$ cat config.mk
export PLATFORM = sky130hd
export DESIGN_NAME = jlr_front
export DESIGN_NICKNAME = d
export VERILOG_FILES = /design/src/rtl/jlr_pkg.sv /design/src/rtl/jlr_fifo.sv /design/src/rtl/jlr_front.sv
export SDC_FILE = /design/constraint.sdc
export NUM_CORES = 1
export LEC_CHECK = 0
export BUFFER_PORTS_ARGS = -buffer_cell sky130_fd_sc_hd__buf_2
export CAP_MARGIN = 30
export CORE_UTILIZATION = 25
export DETAILED_ROUTE_END_ITERATION = 8
export SLEW_MARGIN = 20
export SYNTH_ARGS = -nofsm -noshare
export SYNTH_HDL_FRONTEND = slang
export SYNTH_HIERARCHICAL = 1
export SYNTH_SLANG_ARGS = --single-unit
$ cat constraint.sdc
create_clock -name clk -period 6.81 [get_ports clk]
set_input_delay 0 -clock clk [delete_from_list [all_inputs] [get_ports clk]]
set_output_delay 0 -clock clk [all_outputs]
set_load 0.01 [all_outputs]
$ cat src/rtl/jlr_pkg.sv
`default_nettype none

package jlr_pkg;

    // Field widths of the item and result transactions.
    localparam int JOINT_W     = 5;
    localparam int POS_W       = 32;
    localparam int VALUE_WIDTH = 32;
    localparam int ROW_W       = 5;
    localparam int COL_W       = 7;
    localparam int ROWCNT_W    = 6;
    localparam int CFG_IDX_W   = 3;
    localparam int CFG_DATA_W  = 32;

    localparam int JOINTS_DEFAULT = 32;
    localparam int FRONT_DEPTH    = 2;
    localparam int OUT_DEPTH      = 4;

    // Register indexes of the configuration port.
    localparam logic [CFG_IDX_W-1:0] CFG_ENABLE      = 3'd0;
    localparam logic [CFG_IDX_W-1:0] CFG_ALPHA       = 3'd1;
    localparam logic [CFG_IDX_W-1:0] CFG_DELTA       = 3'd2;
    localparam logic [CFG_IDX_W-1:0] CFG_EPS         = 3'd3;
    localparam logic [CFG_IDX_W-1:0] CFG_GAIN        = 3'd4;
    localparam logic [CFG_IDX_W-1:0] CFG_BASE_COLUMN = 3'd5;

    localparam logic        ENABLE_RST   = 1'b1;
    localparam logic [30:0] ALPHA_RST    = 31'd6554;
    localparam logic [30:0] DELTA_RST    = 31'd9830;
    localparam logic [30:0] EPS_RST      = 31'd7;
    localparam logic [30:0] GAIN_RST     = 31'd32768;
    localparam logic [5:0]  BASE_COL_RST = 6'd0;

    typedef enum logic [1:0] {
        ST_IN_PROGRESS = 2'd0,
        ST_INACTIVE    = 2'd1,
        ST_REPELLING   = 2'd2,
        ST_DISABLED    = 2'd3
    } status_t;

    typedef enum logic {
        ITEM_LIMITS = 1'b0,
        ITEM_SAMPLE = 1'b1
    } item_kind_t;

    typedef struct packed {
        item_kind_t                kind;
        logic                      in_range;
        logic [JOINT_W-1:0]        joint;
        logic signed [POS_W-1:0]   position;
        logic signed [POS_W-1:0]   lower;
        logic signed [POS_W-1:0]   upper;
        logic                      last;
    } front_item_t;

    typedef struct packed {
        logic        enable;
        logic [30:0] alpha;
        logic [31:0] delta_eff;
        logic [30:0] eps;
        logic [30:0] gain;
        logic [5:0]  base_column;
    } cfg_t;

    typedef struct packed {
        logic                          row_valid;
        logic [ROW_W-1:0]              row;
        logic [COL_W-1:0]              column;
        logic signed [VALUE_WIDTH-1:0] command;
        logic                          frame_end;
        status_t                       status;
    } result_t;

endpackage

`default_nettype wire

$ cat src/rtl/jlr_fifo.sv
`default_nettype none

module jlr_fifo #(
    parameter int WIDTH = 8,
    parameter int DEPTH = 2
) (
    input  logic                             clk,
    input  logic                             rst_n,
    input  logic                             push,
    input  logic [WIDTH-1:0]                 wdata,
    output logic                             full,
    input  logic                             pop,
    output logic [WIDTH-1:0]                 rdata,
    output logic                             empty,
    output logic [$clog2(DEPTH+1)-1:0]       count
);

    localparam int PTRW = (DEPTH > 1) ? $clog2(DEPTH) : 1;
    localparam int CNTW = $clog2(DEPTH+1);

    logic [WIDTH-1:0] mem_reg [DEPTH];
    logic [PTRW-1:0]  wr_ptr_reg, wr_ptr_next;
    logic [PTRW-1:0]  rd_ptr_reg, rd_ptr_next;
    logic [CNTW-1:0]  count_reg, count_next;
    logic             do_push, do_pop;

    assign full    = (count_reg == CNTW'(DEPTH));
    assign empty   = (count_reg == '0);
    assign count   = count_reg;
    assign rdata   = mem_reg[rd_ptr_reg];
    assign do_push = push && !full;
    assign do_pop  = pop && !empty;

    always_comb
    begin
        wr_ptr_next = wr_ptr_reg;
        rd_ptr_next = rd_ptr_reg;
        count_next  = count_reg;
        if (do_push)
        begin
            wr_ptr_next = (wr_ptr_reg == PTRW'(DEPTH-1)) ? '0 : wr_ptr_reg + PTRW'(1);
        end
        if (do_pop)
        begin
            rd_ptr_next = (rd_ptr_reg == PTRW'(DEPTH-1)) ? '0 : rd_ptr_reg + PTRW'(1);
        end
        if (do_push && !do_pop)
        begin
            count_next = count_reg + CNTW'(1);
        end
        else if (do_pop && !do_push)
        begin
            count_next = count_reg - CNTW'(1);
        end
    end

    always_ff @(posedge clk or negedge rst_n)
    begin
        if (!rst_n)
        begin
            wr_ptr_reg <= '0;
            rd_ptr_reg <= '0;
            count_reg  <= '0;
        end
        else
        begin
            wr_ptr_reg <= wr_ptr_next;
            rd_ptr_reg <= rd_ptr_next;
            count_reg  <= count_next;
        end
    end

    always_ff @(posedge clk)
    begin
        if (do_push)
        begin
            mem_reg[wr_ptr_reg] <= wdata;
        end
    end

endmodule

`default_nettype wire

$ cat src/rtl/jlr_front.sv
`default_nettype none

module jlr_front
    import jlr_pkg::*;
#(
    parameter int JOINTS = JOINTS_DEFAULT
) (
    input  logic                    clk,
    input  logic                    rst_n,
    input  logic                    push,
    output logic                    full,
    input  logic                    op,
    input  logic [JOINT_W-1:0]      joint,
    input  logic signed [POS_W-1:0] position,
    input  logic signed [POS_W-1:0] lower_limit,
    input  logic signed [POS_W-1:0] upper_limit,
    input  logic                    last_joint,
    output front_item_t             item,
    output logic                    item_valid,
    input  logic                    item_pop
);

    localparam logic [6:0] JOINTS_L = 7'(JOINTS);

    front_item_t                       item_in;
    logic                              q_empty;
    logic [$clog2(FRONT_DEPTH+1)-1:0]  q_count;

    // Classify the transaction before it is queued.
    always_comb
    begin
        item_in.kind     = op ? ITEM_SAMPLE : ITEM_LIMITS;
        item_in.in_range = ({2'b00, joint} < JOINTS_L);
        item_in.joint    = joint;
        item_in.position = position;
        item_in.lower    = lower_limit;
        item_in.upper    = upper_limit;
        item_in.last     = last_joint;
    end

    jlr_fifo #(
        .WIDTH ($bits(front_item_t)),
        .DEPTH (FRONT_DEPTH)
    ) u_queue (
        .clk   (clk),
        .rst_n (rst_n),
        .push  (push),
        .wdata (item_in),
        .full  (full),
        .pop   (item_pop),
        .rdata (item),
        .empty (q_empty),
        .count (q_count)
    );

    assign item_valid = !q_empty && (q_count != '0);

endmodule

`default_nettype wire

Yosys cells after proc, flatten, opt, wreduce, memory -nomap -nowiden
Memories as Yosys holds them, arrays and structs flattened. Index checks and enable logic that the tools add are counted.

Register bits: 4. RAM bits: 206. Bits of input ports: 107. Output and inout bits: 106. Logic and storage cells: 28. Memories: 1.

Add/sub/neg operators: 4. Eq/ne operators: 1. Multiplexer cells: 7. Reductions and logical operators: 12.

Memory list: u_queue.mem_reg (words 2, bits a word 103, rd ports 1, clocked after memory_dff 0, wr ports 1, RTL line jlr_fifo.sv:21) `logic [WIDTH-1:0] mem_reg [DEPTH];`.

Operators with widths (count): logical AND 1 bit (5); 2-to-1 mux 1 bit (5); zero test 1 bit (4); 2-to-1 mux 2 bit (2); nonzero test 2 bit (2); adder 1 bit, second input constant (2); adder 2 x 1 -> 2 bit, second input constant (1); equality test 2 bit, second input constant (1); zero test 2 bit (1); subtractor 2 x 1 -> 2 bit, second input constant (1).

Longest topological paths before layout
Gate-level depths: netlist (run 1).

Word-level depth: 7. Mapped depth: 7. Depth with buffers taken out: 7.

Hierarchy
Netlist (run 1), hierarchy kept.

Modules (own cells, without submodules): jlr_fifo (instances 1, cells an instance 343, area an instance 7952.6 µm²); jlr_front (instances 1, cells an instance 2, area an instance 13.8 µm²).

Worst setup path after synthesis (run 1)
Ideal clock, no wire load.

Kind: register -> register. From: register u_queue.count_reg[0], in the netlist u_queue/count[0]. To: memory u_queue/mem_reg[0][0] (netlist bit) (enable). Arrival: 4.992 ns. Required time: 6.242 ns. Setup slack: 1.251 ns. Cell stages (with the launch flop): 4. Period minus slack after synthesis: 5.559 ns. Cell sequence: dfrtp_1 > nand2b_1 > nand2_1 > nor2_1.

Word-level cells in the longest chain between the ends: 5.

Ends and longest elaborated chain: start: declaration (RTL line jlr_fifo.sv:24) `logic [CNTW-1:0] count_reg, count_next;`; start signal: assignment (RTL line jlr_fifo.sv:69) `count_reg <= count_next;`; equality test 2 bit (RTL line jlr_fifo.sv:27) `assign full = (count_reg == CNTW'(DEPTH));`; zero test 1 bit (RTL line jlr_fifo.sv:31) `assign do_push = push && !full;`; logical AND 1 bit (RTL line jlr_fifo.sv:31); 2-to-1 mux 1 bit (RTL line jlr_fifo.sv:75) `if (do_push)`; 2-to-1 mux 1 bit (implied by the code) (RTL line jlr_fifo.sv:77) `mem_reg[wr_ptr_reg] <= wdata;`; end: declaration (RTL line jlr_fifo.sv:21).

No other way between the ends.

==> results of run 1 <==
-- layer usage --
metal,vias up,global-route usage [%],routed length (µm)
met5,-,0,0
met3,34,3.355,1259
met2,174,16.82,7672
met4,0,3.590,552
met1,2064,11.12,6611
li1,2044,-,-
-- Yosys cell counts, types with 2 or more instances --
cell        n
buf_12      5
inv_1       2
mux2_2     54
buf_2       5
edfxtp_1  208
xnor2_1     3
dfrtp_1     4
nor2_1      3
xor2_1      2
mux2_4     50
-- final timing paths --
kind / end / slack, ns / cells past startpoint
worst max register to register: u_queue/mem_reg[0][70] / 4.14 / 5
worst min-delay path: u_queue/mem_reg[0][96] / 0.20 / 2
worst min register to register: u_queue/count[1] / 0.53 / 1
min in group asynchronous: u_queue/rd_ptr_reg / 0.40 / 3
max in group asynchronous: u_queue/rd_ptr_reg / 6.22 / 3
worst max-delay path: item[87] / 3.86 / 3
-- power by group through the flow --
stage	Combinational, mW	Sequential [mW]	Clock [mW]
floorplan	0.949	1.90	0
global placement	1.29	1.94	0
detailed placement	1.28	1.96	0
CTS	1.34	1.93	1.31
global route	1.42	1.97	1.35
finish	1.31	1.93	1.27
-- logic make-up (layout without fill, tap and decap cells) --
family,count (synthesis),count (layout),synth area share (%)
fa+ha+maj,1,1,0.1570
other cells,1,3,0.04707
flops,212,212,79.66
buf+inv,14,369,1.995
compound gates,2,2,0.1884
mux,104,104,17.06
simple gates,6,6,0.3456
xor+xnor,5,5,0.5498
-- through the flow --
stage	worst slack (ns)	util [%]	std cells	area [µm²]	hold slack [ns]
floorplan	1.251	-	346	7970	-0.2956
global placement	4.147	30.40	946	9422	-0.1866
detailed placement	4.133	30.40	946	9422	-0.1884
CTS	3.737	36.40	1097	11280	0.1743
global route	3.662	36.41	1098	11280	0.1947
finish	3.856	36.41	1098	11280	0.1990
-- area by class of cell --
type / count / area (µm²)
clock inverter: 16 / 151.4
sequential: 212 / 6350
antenna: 1 / 2.502
clock buffer: 28 / 636.9
timing repair buffer: 323 / 2162
multi-input combinational: 120 / 1478
tap: 396 / 495.5
inverter: 2 / 7.507
fill: 2874 / 19710
==> impl_metrics.py, run 1 <==
metrics = {
    "synth": {
        "synth_cells": 345,
        "synth_top_area_cell": "edfxtp_1",
        "async_flop_share_pct": 1.887,
        "synthesis.area_um2": 7966,
        "seq_area_frac_synth_pct": 79.66,
        "synth_warnings": 6,
        "ys_ff_latch": 212,
        "syn_avg_cell_area_um2": 23.09,
        "synth.distinct_cells": 19,
        "synth-main-ff-cell": "edfxtp_1",
        "synth_edf_count": 208,
        "synth_top_area_share_pct": 78.40,
        "synth.area.top_cells": "edfxtp_1 78%, mux2_4 9.4%, mux2_2 7.6%",
    },
    "drt": {
        "drtPass1Iterations": 4,
        "ant_nets": 0,
        "drt-vias-per-instance": 3.931,
        "finalWirelength_um": 16100,
        "wire_per_inst_um": 14.66,
        "drc": 0,
        "drt_iter0_drc": 169,
        "vias": 4316,
    },
    "sta": {
        "finalSetupViolCount": 0,
        "fin_skew_ns": 0.02332,
        "fin_setup_tns_ns": 0,
        "layout_min_cycle_time_ns": 2.954,
        "timing.fmax_ghz": 0.3385,
        "rsz0062_at_grt": "false",
        "fin_crit_sh_pct": 43.38,
        "slew_headroom_pct": 34.34,
        "finalMaxSlewViolations": 0,
        "finalHoldViolations": 0,
        "worstMarginPinSlew_ns": 0.9850,
    },
    "outcome": {
        "run_status": "completed",
    },
    "placement": {
        "place.gp.congestion": 0.6638,
        "io_buffers": 212,
        "dp_hpwl_um": 9497,
    },
    "clock_network": {
        "ctsRootBufferMaster": "clkbuf_16",
        "clk-insertion-delay-late_ns": 0.51,
        "cts-buffers-inserted": 24,
        "cts_resized": 0,
        "clock_sinks": 212,
        "clockBufferDepth": 3,
        "post-cts-setup-buffers": 0,
        "postCtsHoldBufs": 107,
        "cts_tree": "yes",
        "clk_pin_slew_ns": 0.06,
        "htree_levels": 1,
    },
    "worst_hold_path": {
        "min_from": "position[31]",
        "worst_hold_path_type": "in -> reg",
    },
    "critical_path": {
        "cp-startpoint": "u_queue/rd_ptr_reg",
        "cpMaxStageDelayCell": "dfrtp_4",
        "worstPathRequired_ns": 6.81,
        "critPathMaxFanout": 53,
        "crit_chain": "buf_4, mux2_2, buf_2",
        "worst_path_dominant_cell_family": "buffers and inverters",
        "arrival_ns": 2.95,
        "critPathMaxStageDelay_ns": 0.94,
        "worst_setup_path_start_kind": "flip-flop",
        "endpoint_kind": "output port",
        "path_buf_inv": 2,
        "r2r-start": "u_queue/count[0]",
        "critPathKind": "reg -> out",
    },
    "die": {
        "die-area_um2": 32580,
        "core_area_um2": 30990,
        "die_h_um": 180.5,
        "placementRows": 64,
        "pin_count": 213,
        "start_util_pct": 25.71,
        "die_x_um": 180.5,
    },
    "power": {
        "leakagePower_nw": 4.352,
        "sw_frac_of_total_pct": 28.29,
        "seqPwrFrac_pct": 42.8,
        "p_int_mw": 3.230,
        "clockPowerShare_pct": 28.1,
        "finalPower_mw": 4.505,
        "irDropWorstVdd_uv": 219.1,
        "p_switching_mw": 1.274,
        "power_density_nw_per_um2": 399.2,
        "pwr-share-comb_pct": 29.1,
    },
    "global_routing": {
        "grt_pass1_wl_um": 24990,
        "antenna_found_initial": 1,
        "grt_pass1_vias": 4692,
        "grt_usage_pct": 9.744,
        "grt-ovfl-total": 0,
        "grt_max_degree": 58,
    },
    "layout": {
        "area.growth.synth_to_final_pct": 41.64,
        "nets": 791,
        "final_cell_mix": "212 x buf_2, 208 x edfxtp_1, 107 x dlygate4sd3_1, 54 x mux2_2, 50 x mux2_4",
        "mostFrequentLayoutCell": "buf_2",
        "largest_reg_flops": 208,
        "drive_gt1_share_pct": 50.78,
    },
    "flow_run": {
        "maxCapViolCount": 0,
    },
}
Note: power is estimated with default switching activity, not from simulation.
==> run 2: changes to the inputs <==
==> constraint.sdc (replaced) <==
create_clock -name clk -period 2.6 [get_ports clk]
set_input_delay 0 -clock clk [delete_from_list [all_inputs] [get_ports clk]]
set_output_delay 0 -clock clk [all_outputs]
set_load 0.01 [all_outputs]
==> run 2 against run 1 <==
Against the previous run:
- power increased to 2.6 times the previous value
- sequential share of layout area decreased by 0.35 points
- critical path depth unchanged
- sequential power increased to 2.6 times the previous value
- routed wire length decreased by 1.3%
- critical path type unchanged
- cell area increased by 0.62%
- register-to-register slack got worse by 3.1 ns
- worst setup slack got worse by 3.3 ns
- largest cell class unchanged
- count of clock-buffer cells in the layout increased by 1
- via count about the same
- largest power group unchanged
==> impl_metrics.py, run 2 (synthesized netlist as in run 1, its figures left out) <==
metrics = {
    "outcome": {
        "run_status": "completed",
    },
    "drt": {
        "drt-vias-per-instance": 3.938,
        "drc": 0,
        "vias": 4320,
        "finalWirelength_um": 15890,
        "drt_iter0_drc": 224,
        "wire_per_inst_um": 14.48,
        "ant_nets": 0,
        "drtPass1Iterations": 4,
    },
    "sta": {
        "finalSetupViolCount": 0,
        "finalHoldViolations": 0,
        "rsz0062_at_grt": "false",
        "layout_min_cycle_time_ns": 2.077,
        "finalMaxSlewViolations": 0,
        "hold_ws_ns": 0.2117,
        "fin_crit_sh_pct": 79.89,
        "fin_skew_ns": 0.009294,
        "fin_ws_ns": 0.5228,
        "timing.fmax_ghz": 0.4814,
    },
    "layout": {
        "final_cell_mix": "212 x buf_2, 208 x edfxtp_1, 107 x dlygate4sd3_1, 54 x mux2_2, 50 x mux2_4",
        "multi_input_area_um2": 1493,
        "n_fill_cell": 2884,
        "largest_reg_flops": 208,
        "area.growth.synth_to_final_pct": 42.52,
        "drive_gt1_share_pct": 51.21,
        "mostFrequentLayoutCell": "buf_2",
        "diodes": 0,
        "regArea_um2": 6350,
        "nets": 794,
    },
    "die": {
        "placementRows": 64,
        "start_util_pct": 25.71,
        "die-area_um2": 32580,
        "pin_count": 213,
        "die_h_um": 180.5,
        "die_x_um": 180.5,
        "core_area_um2": 30990,
    },
    "critical_path": {
        "worst_setup_path_start_kind": "flip-flop",
        "worstPathRequired_ns": 2.60,
        "critPathMaxFanout": 21,
        "crit_chain": "buf_4, mux2_2, buf_2",
        "cpMaxStageDelayCell": "dfrtp_4",
        "critPathKind": "reg -> out",
        "worst_path_dominant_cell_family": "flip-flops",
        "path_buf_inv": 2,
        "arrival_ns": 2.08,
        "critPathMaxStageDelay_ns": 0.65,
        "endpoint_kind": "output port",
    },
    "power": {
        "pwr-share-comb_pct": 31.1,
        "irDropWorstVdd_uv": 520.5,
        "seqPwrFrac_pct": 41.9,
        "leakagePower_nw": 4.374,
        "clockPowerShare_pct": 27.0,
        "sw_frac_of_total_pct": 28.26,
        "p_int_mw": 8.453,
        "p_switching_mw": 3.331,
        "power_density_nw_per_um2": 1038,
    },
    "global_routing": {
        "grt_pass1_wl_um": 24600,
        "grt-ovfl-total": 0,
        "antenna_found_initial": 0,
        "grt_pass1_vias": 4614,
        "grt_usage_pct": 9.467,
        "grt_max_degree": 55,
    },
    "clock_network": {
        "ctsRootBufferMaster": "clkbuf_16",
        "cts_tree": "yes",
        "clock_sinks": 212,
        "clk-insertion-delay-late_ns": 0.51,
        "clk_pin_slew_ns": 0.06,
        "post-cts-setup-buffers": 0,
        "htree_levels": 1,
        "clockBufferDepth": 3,
        "cts-buffers-inserted": 24,
    },
    "worst_hold_path": {
        "worst_hold_path_type": "in -> reg",
    },
    "flow_run": {
        "maxCapViolCount": 0,
    },
    "placement": {
        "io_buffers": 212,
        "place.gp.congestion": 0.6776,
        "place_ws_ns": 1.037,
        "dp_hpwl_um": 9683,
    },
}
run 2: metrics by stage:
stage / setup TNS [ns] / power, mW / cell area [µm²] / utilization [%] / cells
detailed placement: 0 / 8.604 / 9534 / 30.77 / 949
global placement: 0 / 8.568 / 9534 / 30.77 / 949
global route: 0 / 12.41 / 11350 / 36.64 / 1097
CTS: 0 / 12.00 / 11350 / 36.64 / 1097
floorplan: -0.3666 / 7.419 / 7994 / - / 346
finish: 0 / 11.78 / 11350 / 36.64 / 1097
run 2: area by class of cell:
type / instances / area share, %
multi-input combinational: 120 / 13.15
tap: 396 / 4.364
clock inverter: 12 / 0.9478
timing repair buffer: 326 / 19.90
inverter: 2 / 0.06612
sequential: 212 / 55.93
clock buffer: 29 / 5.642
run 2: worst register-to-register path: stages (launching register included):
cell and delay [ns]:
dfrtp_1 0.43, nand2b_4 0.19, nand2_4 0.06, nor2_4 0.17
buf_12 0.28
run 2: worst paths after layout:
kind,startpoint,endpoint,slack [ns],cells past startpoint
setup / recovery,u_queue/rd_ptr_reg,item[9],0.52,3
hold / removal,upper_limit[7],u_queue/mem_reg[0][8],0.21,2
setup reg to reg,u_queue/count[0],u_queue/mem_reg[0][54],1.05,4
hold reg to reg,u_queue/wr_ptr_reg,u_queue/wr_ptr_reg,0.55,1
max in group asynchronous,rst_n,u_queue/rd_ptr_reg,2.00,3
min in group asynchronous,rst_n,u_queue/rd_ptr_reg,0.40,3
run 2: repair_timing:
action,CTS,global route
gates resized for setup,0,0
hold buffers,107,0
endpoints found under the hold margin,213,0
run 2: metal layers:
layer  wire (µm)  vias to the layer above  track usage, %
met1        6779                     2077           11.62
li1            -                     2041               -
met2        7296                      173           15.44
met3        1270                       29           3.355
met4         537                        0           3.179
met5           0                        -               0
run 2: power groups by stage:
stage,Combinational (mW),Clock (mW),Sequential [mW]
2_1_floorplan,2.51,0,4.91
3_3_place_gp,3.58,0,4.99
3_5_place_dp,3.60,0,5.01
4_1_cts,3.74,3.31,4.94
5_1_grt,3.96,3.44,5.01
6_report,3.67,3.18,4.93
==> run 3: changes to the inputs <==
==> constraint.sdc (replaced) <==
create_clock -name clk -period 2.15 [get_ports clk]
set_input_delay 0 -clock clk [delete_from_list [all_inputs] [get_ports clk]]
set_output_delay 0 -clock clk [all_outputs]
set_load 0.01 [all_outputs]
==> run 3 against run 2 <==
Against the previous run:
- clock power up 26%
- highest routed layer unchanged
- largest power group unchanged
- power increased by 23%
- cell count up 0.27%
- critical path type unchanged
- worst hold slack improved by 0.0013 ns
- sequential share of layout area decreased by 0.25 points
- critical path depth unchanged
==> impl_metrics.py, run 3 (synthesized netlist as in run 1, its figures left out) <==
metrics = {
    "clock_network": {
        "clk_pin_slew_ns": 0.06,
        "postCtsHoldBufs": 107,
        "clockBufferDepth": 3,
        "post-cts-setup-buffers": 0,
        "htree_levels": 1,
        "ctsRootBufferMaster": "clkbuf_16",
        "cts_tree": "yes",
        "clock_sinks": 212,
        "cts_resized": 0,
        "clk-insertion-delay-late_ns": 0.50,
        "cts-buffers-inserted": 24,
    },
    "layout": {
        "mostFrequentLayoutCell": "buf_2",
        "largest_reg_flops": 208,
        "utilization_pct": 36.80,
        "finalNonFillerCells": 1100,
        "n_fill_cell": 2880,
        "area.growth.synth_to_final_pct": 43.14,
        "final_cell_mix": "212 x buf_2, 208 x edfxtp_1, 107 x dlygate4sd3_1, 54 x mux2_2, 50 x mux2_4",
        "nets": 795,
        "drive_gt1_share_pct": 51.35,
        "regArea_um2": 6350,
        "multi_input_area_um2": 1493,
    },
    "placement": {
        "place.gp.congestion": 0.6537,
        "place_ws_ns": 0.5924,
        "placed_cells": 950,
        "io_buffers": 212,
        "dp_hpwl_um": 9760,
    },
    "critical_path": {
        "critPathMaxFanout": 35,
        "arrival_ns": 1.97,
        "ff2ff_setup_slack_ns": 0.58,
        "worst_setup_path_start_kind": "flip-flop",
        "endpoint_kind": "output port",
        "worstPathRequired_ns": 2.15,
        "critPathKind": "reg -> out",
    },
    "power": {
        "leakagePower_nw": 4.401,
        "power_density_nw_per_um2": 1270,
        "irDropWorstVdd_uv": 752.0,
        "finalPower_mw": 14.48,
    },
    "outcome": {
        "run_status": "completed",
    },
    "die": {
        "placementRows": 64,
        "pin_count": 213,
        "die-area_um2": 32580,
        "die_h_um": 180.5,
        "core_area_um2": 30990,
        "die_x_um": 180.5,
        "start_util_pct": 25.71,
    },
    "drt": {
        "ant_nets": 0,
        "drt_iter0_drc": 180,
        "drt-vias-per-instance": 3.971,
        "drc": 0,
        "wire_per_inst_um": 14.71,
        "drtPass1Iterations": 4,
        "vias": 4368,
        "finalWirelength_um": 16180,
    },
    "sta": {
        "timing.fmax_ghz": 0.5080,
        "fin_crit_sh_pct": 91.55,
        "rsz0062_at_grt": "false",
        "fin_skew_ns": 0.007418,
        "finalSetupViolCount": 0,
        "layout_min_cycle_time_ns": 1.968,
        "finalHoldViolations": 0,
        "finalMaxSlewViolations": 0,
        "fin_ws_ns": 0.1816,
    },
    "global_routing": {
        "grt_pass1_wl_um": 25190,
        "grt_pass1_vias": 4672,
        "antenna_found_initial": 1,
        "grt_usage_pct": 9.804,
        "grt_max_degree": 57,
        "grt-ovfl-total": 0,
    },
    "flow_run": {
        "maxCapViolCount": 0,
    },
    "worst_hold_path": {
        "worst_hold_path_type": "in -> reg",
    },
}
-- run 3: cell count changes in the layout (fill, tap and decap cells not counted), sizes merged --
cell      delta
buf          +1
bufinv       +1
clkbuf       +2
clkinv       -1
clkinvlp     -1
diode        +1
-- run 3: layer usage --
metal	track usage (%)	part of all wire, %	vias to the layer above	wire (µm)
li1	-	-	2053	-
met1	11.68	42	2106	6764
met2	16.39	47	176	7581
met3	3.234	8.0	33	1293
met4	3.726	3.3	0	538
met5	0	0	-	0
-- run 3: power by group --
| part | internal, mW | total, mW | switching [mW] |
|---|---|---|---|
| Clock | 2.47 | 4.00 | 1.53 |
| Combinational | 2.27 | 4.54 | 2.27 |
| Sequential | 5.65 | 5.94 | 0.289 |
-- run 3: worst paths after layout --
kind | to | cells past startpoint | from
min in group asynchronous | u_queue/wr_ptr_reg | 3 | rst_n
worst min register to register | u_queue/wr_ptr_reg | 1 | u_queue/wr_ptr_reg
worst max-delay path | item[81] | 3 | u_queue/rd_ptr_reg
max in group asynchronous | u_queue/rd_ptr_reg | 3 | rst_n
worst min-delay path | u_queue/mem_reg[1][98] | 2 | joint[1]
worst max register to register | u_queue/mem_reg[0][58] | 4 | u_queue/count[0]
-- run 3: area by class of cell --
class	count	area share, %
clock buffer	31	5.684
clock inverter	11	1.119
sequential	212	55.68
timing repair buffer	327	19.99
inverter	2	0.06583
tap	396	4.345
antenna	1	0.02194
multi-input combinational	120	13.09
-- run 3: per-stage QoR --
step	cell area [µm²]	hold WS [ns]	setup TNS, ns
after CTS	11400	0.1814	0
after floorplan	7994	-0.2956	-68.06
final	11400	0.2130	0
after global placement	9554	-0.1887	0
after detailed placement	9554	-0.1862	0
after global routing	11400	0.1958	0
-- run 3: critical path, cell delays in order, from the launching register on --
cell,delay (ns)
dfrtp_4,0.60
buf_12,0.30
mux2_2,0.38
buf_2,0.14
